===== src/design/rsr_pkg.sv =====
// ----------------------------------------------------------------------------
// rsr_pkg: shared types and codes for the replacement selection run generator
// Holds the key type, the cell entry and command structs, the request and
// result codes and the configuration register layout.
// ----------------------------------------------------------------------------
`default_nettype none

package rsr_pkg;

    localparam int KEY_W = 32;
    localparam int CFG_W = 5;
    localparam logic [CFG_W-1:0] CFG_RESET = 5'd16;

    typedef logic signed [KEY_W-1:0] key_t;

    // Request codes on the input channel.
    localparam logic REQ_RECORD = 1'b0;
    localparam logic REQ_END    = 1'b1;

    // Result codes on the output channel.
    localparam logic KIND_KEY  = 1'b0;
    localparam logic KIND_MARK = 1'b1;

    // One slot of the sorted chain.
    typedef struct packed {
        logic valid;
        logic frozen;
        key_t key;
    } entry_t;

    // Operation broadcast to every cell in a cycle.
    typedef enum logic [2:0] {
        OP_NONE,
        OP_INSERT,
        OP_REPLACE,
        OP_POP,
        OP_THAW
    } op_t;

    typedef struct packed {
        op_t    op;
        entry_t x;
    } cmd_t;

endpackage

`default_nettype wire


===== src/design/rsr_if.sv =====
// ----------------------------------------------------------------------------
// rsr_if: request and result channels
// Valid/ready channels; a word moves at a clock edge with valid and ready high.
// ----------------------------------------------------------------------------
`default_nettype none

interface rsr_req_if;
    import rsr_pkg::*;

    logic valid;
    logic ready;
    logic req_type;
    key_t key;

    modport source (output valid, output req_type, output key, input ready);
    modport sink   (input valid, input req_type, input key, output ready);
endinterface

interface rsr_res_if;
    import rsr_pkg::*;

    logic valid;
    logic ready;
    logic kind;
    key_t key_res;
    logic last;

    modport source (output valid, output kind, output key_res, output last, input ready);
    modport sink   (input valid, input kind, input key_res, input last, output ready);
endinterface

`default_nettype wire


===== src/design/rsr_cell.sv =====
// ----------------------------------------------------------------------------
// rsr_cell: one slot of the sorted selection chain
// Holds one entry and, from the broadcast command and its two neighbours,
// works out its next entry so that the chain stays ordered with the smallest
// unfrozen key at the head, frozen keys after it and empty slots last.
// ----------------------------------------------------------------------------
`default_nettype none

module rsr_cell (
    input  wire logic            clk,
    input  wire logic            rst_n,
    input  rsr_pkg::cmd_t        cmd,
    input  wire logic            first,
    input  rsr_pkg::entry_t      left_ent,
    input  wire logic            prev_ahead,
    input  rsr_pkg::entry_t      right_ent,
    input  wire logic            next_ahead,
    output rsr_pkg::entry_t      ent,
    output logic                 ahead
);
    import rsr_pkg::*;

    entry_t ent_reg;
    entry_t ent_next;
    logic   key_le;

    // An entry sits ahead of the new key when it is live and either unfrozen
    // against a frozen newcomer, or of the same class with a key no larger.
    assign key_le = !($signed(cmd.x.key) < $signed(ent_reg.key));
    assign ahead  = ent_reg.valid
                    && ((!ent_reg.frozen && cmd.x.frozen)
                        || ((ent_reg.frozen == cmd.x.frozen) && key_le));

    always_comb
    begin
        ent_next = ent_reg;
        case (cmd.op)
            OP_INSERT:
            begin
                if (ahead)
                begin
                    ent_next = ent_reg;
                end
                else if (prev_ahead)
                begin
                    ent_next = cmd.x;
                end
                else
                begin
                    ent_next = left_ent;
                end
            end
            OP_REPLACE:
            begin
                // The head leaves; entries ahead of the new key move up one.
                if (next_ahead)
                begin
                    ent_next = right_ent;
                end
                else if (first || ahead)
                begin
                    ent_next = cmd.x;
                end
                else
                begin
                    ent_next = ent_reg;
                end
            end
            OP_POP:
            begin
                ent_next = right_ent;
            end
            OP_THAW:
            begin
                ent_next.frozen = 1'b0;
            end
            default:
            begin
                ent_next = ent_reg;
            end
        endcase
    end

    always_ff @(posedge clk or negedge rst_n)
    begin
        if (!rst_n)
        begin
            ent_reg <= '0;
        end
        else
        begin
            ent_reg <= ent_next;
        end
    end

    assign ent = ent_reg;

endmodule

`default_nettype wire


===== src/design/rsr_chain.sv =====
// ----------------------------------------------------------------------------
// rsr_chain: row of selection cells
// Links the cells to their neighbours and presents the head entry.
// ----------------------------------------------------------------------------
`default_nettype none

module rsr_chain #(
    parameter int DEPTH = 16
) (
    input  wire logic            clk,
    input  wire logic            rst_n,
    input  rsr_pkg::cmd_t        cmd,
    output rsr_pkg::entry_t      head
);
    import rsr_pkg::*;

    entry_t ents   [DEPTH];
    logic   aheads [DEPTH];

    genvar i;
    generate
        for (i = 0; i < DEPTH; i++)
        begin : g_cell
            entry_t left_ent;
            entry_t right_ent;
            logic   prev_ahead;
            logic   next_ahead;

            if (i == 0)
            begin : g_first
                assign left_ent   = '0;
                assign prev_ahead = 1'b1;
            end
            else
            begin : g_mid_l
                assign left_ent   = ents[i-1];
                assign prev_ahead = aheads[i-1];
            end

            if (i == DEPTH - 1)
            begin : g_last
                assign right_ent  = '0;
                assign next_ahead = 1'b0;
            end
            else
            begin : g_mid_r
                assign right_ent  = ents[i+1];
                assign next_ahead = aheads[i+1];
            end

            rsr_cell u_cell (
                .clk        (clk),
                .rst_n      (rst_n),
                .cmd        (cmd),
                .first      ((i == 0) ? 1'b1 : 1'b0),
                .left_ent   (left_ent),
                .prev_ahead (prev_ahead),
                .right_ent  (right_ent),
                .next_ahead (next_ahead),
                .ent        (ents[i]),
                .ahead      (aheads[i])
            );
        end
    endgenerate

    assign head = ents[0];

endmodule

`default_nettype wire


===== src/design/replacement_selection_runs_top.sv =====
// ----------------------------------------------------------------------------
// replacement_selection_runs_top: run generator for an external sort
// Replacement selection over a sorted chain of cells, one cell per slot.
// ----------------------------------------------------------------------------
// Usage:
//   req carries record keys (req_type 0) and the end-of-input word
//   (req_type 1); res carries emitted keys and end-of-run markers, with last
//   set on the final result word caused by a request word.
//   cfg_we/cfg_wdata write entries_in_use; write it only while idle.
//   The first entries_in_use keys are stored as they are accepted, no result.
//   After that a key is accepted, then the smallest unfrozen key is emitted
//   into the output register and the new key takes its place in the chain;
//   an end-of-run marker is emitted before it when one must come first.
//   End of input drains the store at one result word per cycle while the
//   receiver is ready, up to MAX_ENTRIES + 2 words; the chain shifts one
//   place per emitted key.  An empty store gives no result on end of input.
//   req.ready is high only in the idle state.  A stalled receiver holds the
//   output register and the sequencer waits with it; nothing is lost.
//   Reset empties the store, clears the fill count and sets entries_in_use
//   to 16.
// ----------------------------------------------------------------------------
`default_nettype none

module replacement_selection_runs_top #(
    parameter int MAX_ENTRIES = 16
) (
    input  wire logic                    clk,
    input  wire logic                    rst_n,
    rsr_req_if.sink                      req,
    rsr_res_if.source                    res,
    input  wire logic                    cfg_we,
    input  wire logic [rsr_pkg::CFG_W-1:0] cfg_wdata
);
    import rsr_pkg::*;

    localparam int FILL_W = $clog2(MAX_ENTRIES + 1);
    localparam int CMP_W  = (FILL_W > CFG_W) ? FILL_W : CFG_W;

    typedef enum logic [1:0] {
        ST_IDLE,
        ST_REPL,
        ST_DRAIN
    } state_t;

    state_t            state_reg;
    logic [FILL_W-1:0] fill_reg;
    key_t              x_key_reg;
    logic [CFG_W-1:0]  cfg_reg;
    logic              res_valid_reg;
    logic              res_kind_reg;
    key_t              res_key_reg;
    logic              res_last_reg;

    entry_t            head;
    cmd_t              cmd;
    logic              emit_ok;
    logic              emit;
    logic              fill_ok;
    logic [CMP_W-1:0]  cfg_ext;
    logic [CMP_W-1:0]  max_ext;
    logic [CMP_W-1:0]  fill_ext;
    logic [CMP_W-1:0]  active_ext;

    rsr_chain #(
        .DEPTH (MAX_ENTRIES)
    ) u_chain (
        .clk   (clk),
        .rst_n (rst_n),
        .cmd   (cmd),
        .head  (head)
    );

    // Register values of zero act as one, values above the depth as the depth.
    assign cfg_ext    = CMP_W'(cfg_reg);
    assign max_ext    = CMP_W'(MAX_ENTRIES);
    assign fill_ext   = CMP_W'(fill_reg);
    assign active_ext = (cfg_ext == '0) ? CMP_W'(1)
                      : (cfg_ext > max_ext) ? max_ext : cfg_ext;
    assign fill_ok    = (fill_ext < active_ext) && (fill_ext < max_ext);

    assign emit_ok   = !res_valid_reg || res.ready;
    assign emit      = emit_ok && ((state_reg == ST_REPL) || (state_reg == ST_DRAIN));
    assign req.ready = (state_reg == ST_IDLE);

    always_comb
    begin
        cmd.op       = OP_NONE;
        cmd.x.valid  = 1'b1;
        cmd.x.frozen = 1'b0;
        cmd.x.key    = req.key;
        case (state_reg)
            ST_IDLE:
            begin
                if (req.valid && (req.req_type == REQ_RECORD) && fill_ok)
                begin
                    cmd.op = OP_INSERT;
                end
            end
            ST_REPL:
            begin
                cmd.x.key    = x_key_reg;
                cmd.x.frozen = $signed(x_key_reg) < $signed(head.key);
                if (emit_ok)
                begin
                    cmd.op = head.frozen ? OP_THAW : OP_REPLACE;
                end
            end
            ST_DRAIN:
            begin
                if (emit_ok && head.valid)
                begin
                    cmd.op = head.frozen ? OP_THAW : OP_POP;
                end
            end
            default:
            begin
                cmd.op = OP_NONE;
            end
        endcase
    end

    always_ff @(posedge clk or negedge rst_n)
    begin
        if (!rst_n)
        begin
            cfg_reg <= CFG_RESET;
        end
        else if (cfg_we)
        begin
            cfg_reg <= cfg_wdata;
        end
    end

    always_ff @(posedge clk or negedge rst_n)
    begin
        if (!rst_n)
        begin
            state_reg     <= ST_IDLE;
            fill_reg      <= '0;
            x_key_reg     <= '0;
            res_valid_reg <= 1'b0;
            res_kind_reg  <= KIND_KEY;
            res_key_reg   <= '0;
            res_last_reg  <= 1'b0;
        end
        else
        begin
            if (emit)
            begin
                res_valid_reg <= 1'b1;
            end
            else if (res.ready)
            begin
                res_valid_reg <= 1'b0;
            end
            case (state_reg)
                ST_IDLE:
                begin
                    if (req.valid)
                    begin
                        if (req.req_type == REQ_END)
                        begin
                            if (head.valid)
                            begin
                                state_reg <= ST_DRAIN;
                            end
                            else
                            begin
                                fill_reg <= '0;
                            end
                        end
                        else if (fill_ok)
                        begin
                            fill_reg <= fill_reg + FILL_W'(1);
                        end
                        else
                        begin
                            x_key_reg <= req.key;
                            state_reg <= ST_REPL;
                        end
                    end
                end
                ST_REPL:
                begin
                    if (emit_ok)
                    begin
                        if (head.frozen)
                        begin
                            // Every live key is frozen: close the run first.
                            res_kind_reg <= KIND_MARK;
                            res_key_reg  <= '0;
                            res_last_reg <= 1'b0;
                        end
                        else
                        begin
                            res_kind_reg <= KIND_KEY;
                            res_key_reg  <= head.key;
                            res_last_reg <= 1'b1;
                            state_reg    <= ST_IDLE;
                        end
                    end
                end
                ST_DRAIN:
                begin
                    if (emit_ok)
                    begin
                        if (head.valid && !head.frozen)
                        begin
                            res_kind_reg <= KIND_KEY;
                            res_key_reg  <= head.key;
                            res_last_reg <= 1'b0;
                        end
                        else
                        begin
                            // End of a run; frozen keys left over form the next one.
                            res_kind_reg <= KIND_MARK;
                            res_key_reg  <= '0;
                            res_last_reg <= !head.valid;
                            if (!head.valid)
                            begin
                                fill_reg  <= '0;
                                state_reg <= ST_IDLE;
                            end
                        end
                    end
                end
                default:
                begin
                    state_reg <= ST_IDLE;
                end
            endcase
        end
    end

    assign res.valid   = res_valid_reg;
    assign res.kind    = res_kind_reg;
    assign res.key_res = res_key_reg;
    assign res.last    = res_last_reg;

endmodule

`default_nettype wire

===== src/flat_wrapper.sv =====
// flat-port wrapper written by rule: the top's interface ports become plain ports
module replacement_selection_runs_top_flat import rsr_pkg::*;
#(
    parameter int MAX_ENTRIES = 16
)
  (clk, rst_n, cfg_we, cfg_wdata, req_valid, req_req_type, req_key, req_ready, res_valid, res_kind, res_key_res, res_last, res_ready);
  rsr_req_if req_i ();
  rsr_res_if res_i ();
  input  wire logic clk;
  input  wire logic rst_n;
  input  wire logic cfg_we;
  input  wire logic [rsr_pkg::CFG_W-1:0] cfg_wdata;
  input wire logic [$bits(req_i.valid)-1:0] req_valid;
  input wire logic [$bits(req_i.req_type)-1:0] req_req_type;
  input wire logic [$bits(req_i.key)-1:0] req_key;
  output wire logic [$bits(req_i.ready)-1:0] req_ready;
  output wire logic [$bits(res_i.valid)-1:0] res_valid;
  output wire logic [$bits(res_i.kind)-1:0] res_kind;
  output wire logic [$bits(res_i.key_res)-1:0] res_key_res;
  output wire logic [$bits(res_i.last)-1:0] res_last;
  input wire logic [$bits(res_i.ready)-1:0] res_ready;
  assign req_i.valid = req_valid;
  assign req_i.req_type = req_req_type;
  assign req_i.key = req_key;
  assign req_ready = req_i.ready;
  assign res_valid = res_i.valid;
  assign res_kind = res_i.kind;
  assign res_key_res = res_i.key_res;
  assign res_last = res_i.last;
  assign res_i.ready = res_ready;
  replacement_selection_runs_top #(.MAX_ENTRIES(MAX_ENTRIES)) u_core (.clk(clk), .rst_n(rst_n), .req(req_i), .res(res_i), .cfg_we(cfg_we), .cfg_wdata(cfg_wdata));
endmodule

===== config.mk =====
export PLATFORM = sky130hd
export DESIGN_NAME = replacement_selection_runs_top_flat
export DESIGN_NICKNAME = d
export VERILOG_FILES = /design/src/design/rsr_pkg.sv /design/src/design/rsr_if.sv /design/src/design/rsr_cell.sv /design/src/design/rsr_chain.sv /design/src/design/replacement_selection_runs_top.sv /design/src/flat_wrapper.sv
export SDC_FILE = /design/constraint.sdc
export NUM_CORES = 2
export LEC_CHECK = 0
export BUFFER_PORTS_ARGS = -buffer_cell sky130_fd_sc_hd__buf_4
export CAP_MARGIN = 5
export CORE_ASPECT_RATIO = 2
export CORE_MARGIN = 1
export CORE_UTILIZATION = 31
export DETAILED_ROUTE_END_ITERATION = 10
export GPL_TIMING_DRIVEN = 0
export PLACE_DENSITY = 0.51
export SYNTH_ARGS = -nofsm -noshare
export SYNTH_HDL_FRONTEND = slang
export SYNTH_SLANG_ARGS = --single-unit

===== constraint.sdc =====
create_clock -name clk -period 9.9 [get_ports clk]
set_input_delay 0.99 -clock clk [delete_from_list [all_inputs] [get_ports clk]]
set_output_delay 0.99 -clock clk [all_outputs]
set_load 0.05 [all_outputs]

==> summary.md <==
| Metric | Value |
|---|---|
| EDFF count, synth | `0` |
| CP Data Arrival Time | `slightly below 10 ns` |
| Most used routing layer | `met2` |
| CTS sink count | `623` |
| Type of origin of the critical path | `flop` |
| Violated checks | `capacitance limit, slew limit` |
| Top cells by instance count after synthesis | `dfrtp_1, a21oi_1, inv_1, ha_1, clkbuf_1` |
| FMAX | `0.108 GHz` |
| Synth warnings | `0` |
| Number of max-cap violations | `5` |
| Placer Congestion | `1.06` |
| Post-CTS resize count | `0` |
| Initial Util | `31.2%` |
| First-pass GRT wire length | `473 mm` |
| H-tree level count | `3` |
| Critical path fanouts, max | `10` |
| Final setup fails | `0` |
| IO Port Bufs | `slightly below 80` |
| Final #Nets | `about 7.4k` |
| Drt via density | `approximately 6.7` |
| R2r endpoint | `u_core.u_chain.g_cell[11].u_cell.ent[10]` |
| Layout area overhead | `13.7%` |
| Synth area leaders | `dfrtp_1, ha_1, a21oi_1` |
| Outcome | `finished, violations left` |
| Die height | `595 um` |
| Cts-stage hold buffer count | `0` |
| CTS clk-pin slew, worst paths | `0.07 ns` |
| Root Driver | `clkbuf_16` |
| Synthesized area per cell | `8.32 sq um` |
| WL final | `344 mm` |
| Critical Path RT | `between 10 and 15 ns` |
| Ys flop type | `dfrtp_1` |
| Clock Latency Late Sink | `0.74 ns` |
| Max FFs per register | `roughly 540` |
| Max clock buf depth | `3` |
| Drt first pass iters | `7` |
| M1 GR Usage | `36.0%` |
| Synthesized cell area | `54400 sq um` |
| Initial antenna violation count | `28` |
| Post-CTS setup buffer count | `0` |
| Detail Route Antenna Nets | `0` |
| Setup CP Type | `flop to flop` |
| Tightest Hold Check Type | `primary input to async pin` |
| R2r startpoint | `u_core.state_reg[1]` |
| Overflow after GRT | `0` |
| 1st-iter DRT viols | `6521` |
| Relative slew slack | `-5.46%` |
| Min Tclk post-route | `between 9 and 10 ns` |
| Async S/R FF share, synth | `100%` |
| Setup crit start | `u_core.state_reg[1]` |
| Hold Fails Final Rpt | `0` |
| Ratio of cells with drive above 1 in the final layout | `under 10%` |
| Multi-input gate area | `between 30000 and 40000 sq um` |
| Register area share after synthesis | `roughly 29%` |
| Synthesized instance count | `6541` |
| RSZ-0062 raised after global routing | `no` |
| Width of the die | `298 um` |
| Vias in the first global route | `60.6k` |
| FP Rows | `217` |
| CTS tree | `done` |
| Distinct cells, synth | `95` |
| Met2 usage | `64.6%` |
| FF-to-FF path depth | `19` |
| CP endpoint | `u_core.u_chain.g_cell[11].u_cell.ent[10]` |
| Most frequent cell after synthesis | `dfrtp_1` |
| Final Max Slew Viols | `39` |
| Final routed DRC violation total | `0` |
| Area leader, netlist | `dfrtp_1` |
| Pre-CTS WS | `1.34 ns` |
| Via Count | `~60k` |
| Ports | `79` |
| CTS buffer count | `69` |
| R2R setup slack | `0.61 ns` |
| DR WL/cell | `37.6 um` |
| Slew @ Worst Pin | `1.54 ns` |
| Share of the synthesized area in the top cell type | `between 20 and 30%` |
| Setup crit end kind | `flop` |
| Pin count of the biggest net entering global routing | `102` |
| Post-DP HPWL | `269 mm` |
| Clock Skew | `0.0482 ns` |
| Seq. cell area | `15600 sq um` |
| GR Layer Usage met3 | `8.54%` |
| FF+latch count, synth | `623` |
| Post-route clock period utilization | `between 90% and 100%` |
| Die Area | `177000 sq um` |
| PnR worst setup slack | `0.607 ns` |
| Final Util | `between 30 and 40%` |
| Tot GR Track Use | `38.1%` |
| # fillers | `between 15k and 20k` |
| Core area | `around 170000 sq um` |
| Syn nets | `between 7k and 8k` |
| Setup_tns | `0 ns` |
==> cells in the final DEF, fill, tap and decap left out, types with 52 or more instances in the layout <==
cell       netlist  routed
a32oi_1        109     109
nand4_1        111     111
dfrtp_1        622     622
nor2_1         179     179
a31oi_1        121     121
a211oi_1       289     286
mux2i_1        206     179
clkbuf_16        0      71
o21a_1          57      57
a221oi_1        54      54
buf_4            6      90
nor3_1         330     328
a22oi_1         52      52
a311oi_1       134     134
o21ai_0        294     294
buf_2           52      55
nand2_1        190     190
a21oi_1        588     588
nand3_1        411     411
inv_1          575     558
clkbuf_1       486     467
a21o_1          71      71
ha_1           536     536
o21ai_1         69      69
o211ai_1       228     228
==> worst min-delay path by stage <==
stage                                   endpoint  cells after the start
after global routing      u_core.res.key_res[15]                      1
after global placement           u_core.res.last                      2
after CTS                 u_core.res.key_res[15]                      1
after floorplan           u_core.res.key_res[10]                      1
after detailed placement  u_core.res.key_res[26]                      1
final                     u_core.res.key_res[19]                      1
==> metal layers <==
metal / share of wire [%] / vias up
li1: - / 25800
met1: 31 / 29800
met2: 48 / 3756
met3: 6.9 / 1784
met4: 15 / 12
met5: 0.021 / -
==> worst max-delay path, cell delays in order (launching register included) <==
cell and delay (ns):
dfrtp_1 0.43, inv_1 0.10, ha_1 0.14, buf_4 0.33
buf_2 0.70, clkbuf_2 0.74, mux2i_1 1.30, inv_2 0.64
ha_1 0.49, clkbuf_1 0.35, nand4_1 0.20, o31ai_1 0.37
a211oi_1 0.18, a31oi_1 0.47, a2111oi_0 0.27, a311oi_2 0.85
nand3_2 0.35, buf_2 0.35, mux2i_1 0.59, a22oi_1 0.19
==> cell type report <==
type                            count  share of cell area (%)
Multi-Input combinational cell   4741                    55.7
Sequential cell                   623                    25.2
Tap cell                         2299                    4.65
Buffer                            584                    3.76
Inverter                          593                    3.62
Timing Repair Buffer              164                    3.28
Clock buffer                       99                    3.27
Clock inverter                     18                   0.366
Antenna cell                       34                   0.137
==> per-stage QoR <==
stage | cells | hold slack [ns] | area (sq um)
floorplan | 6541 | 0.466 | 54400
global placement | 8918 | 0.468 | 57900
detailed placement | 8999 | 0.476 | 59500
CTS | 9116 | 0.228 | 61700
global route | 9137 | 0.231 | 61900
finish | 9155 | 0.195 | 61900
==> cell families (layout without fill, tap and decap cells) <==
kind of cell,count (synthesis),count (layout),share of synthesized area (%)
AOI/OAI and AO/OA,2533,2533,32.6
DFF,623,623,28.6
adders and majority gates,549,549,12.6
other,0,34,0
and+or+nand+nor,1387,1387,12.7
buffers and inverters,1177,1458,8.28
muxes,272,272,5.17
Power is left out: the tool's default activity adds up to more than one toggle a clock period on the data nets, which glitch-free logic cannot reach.
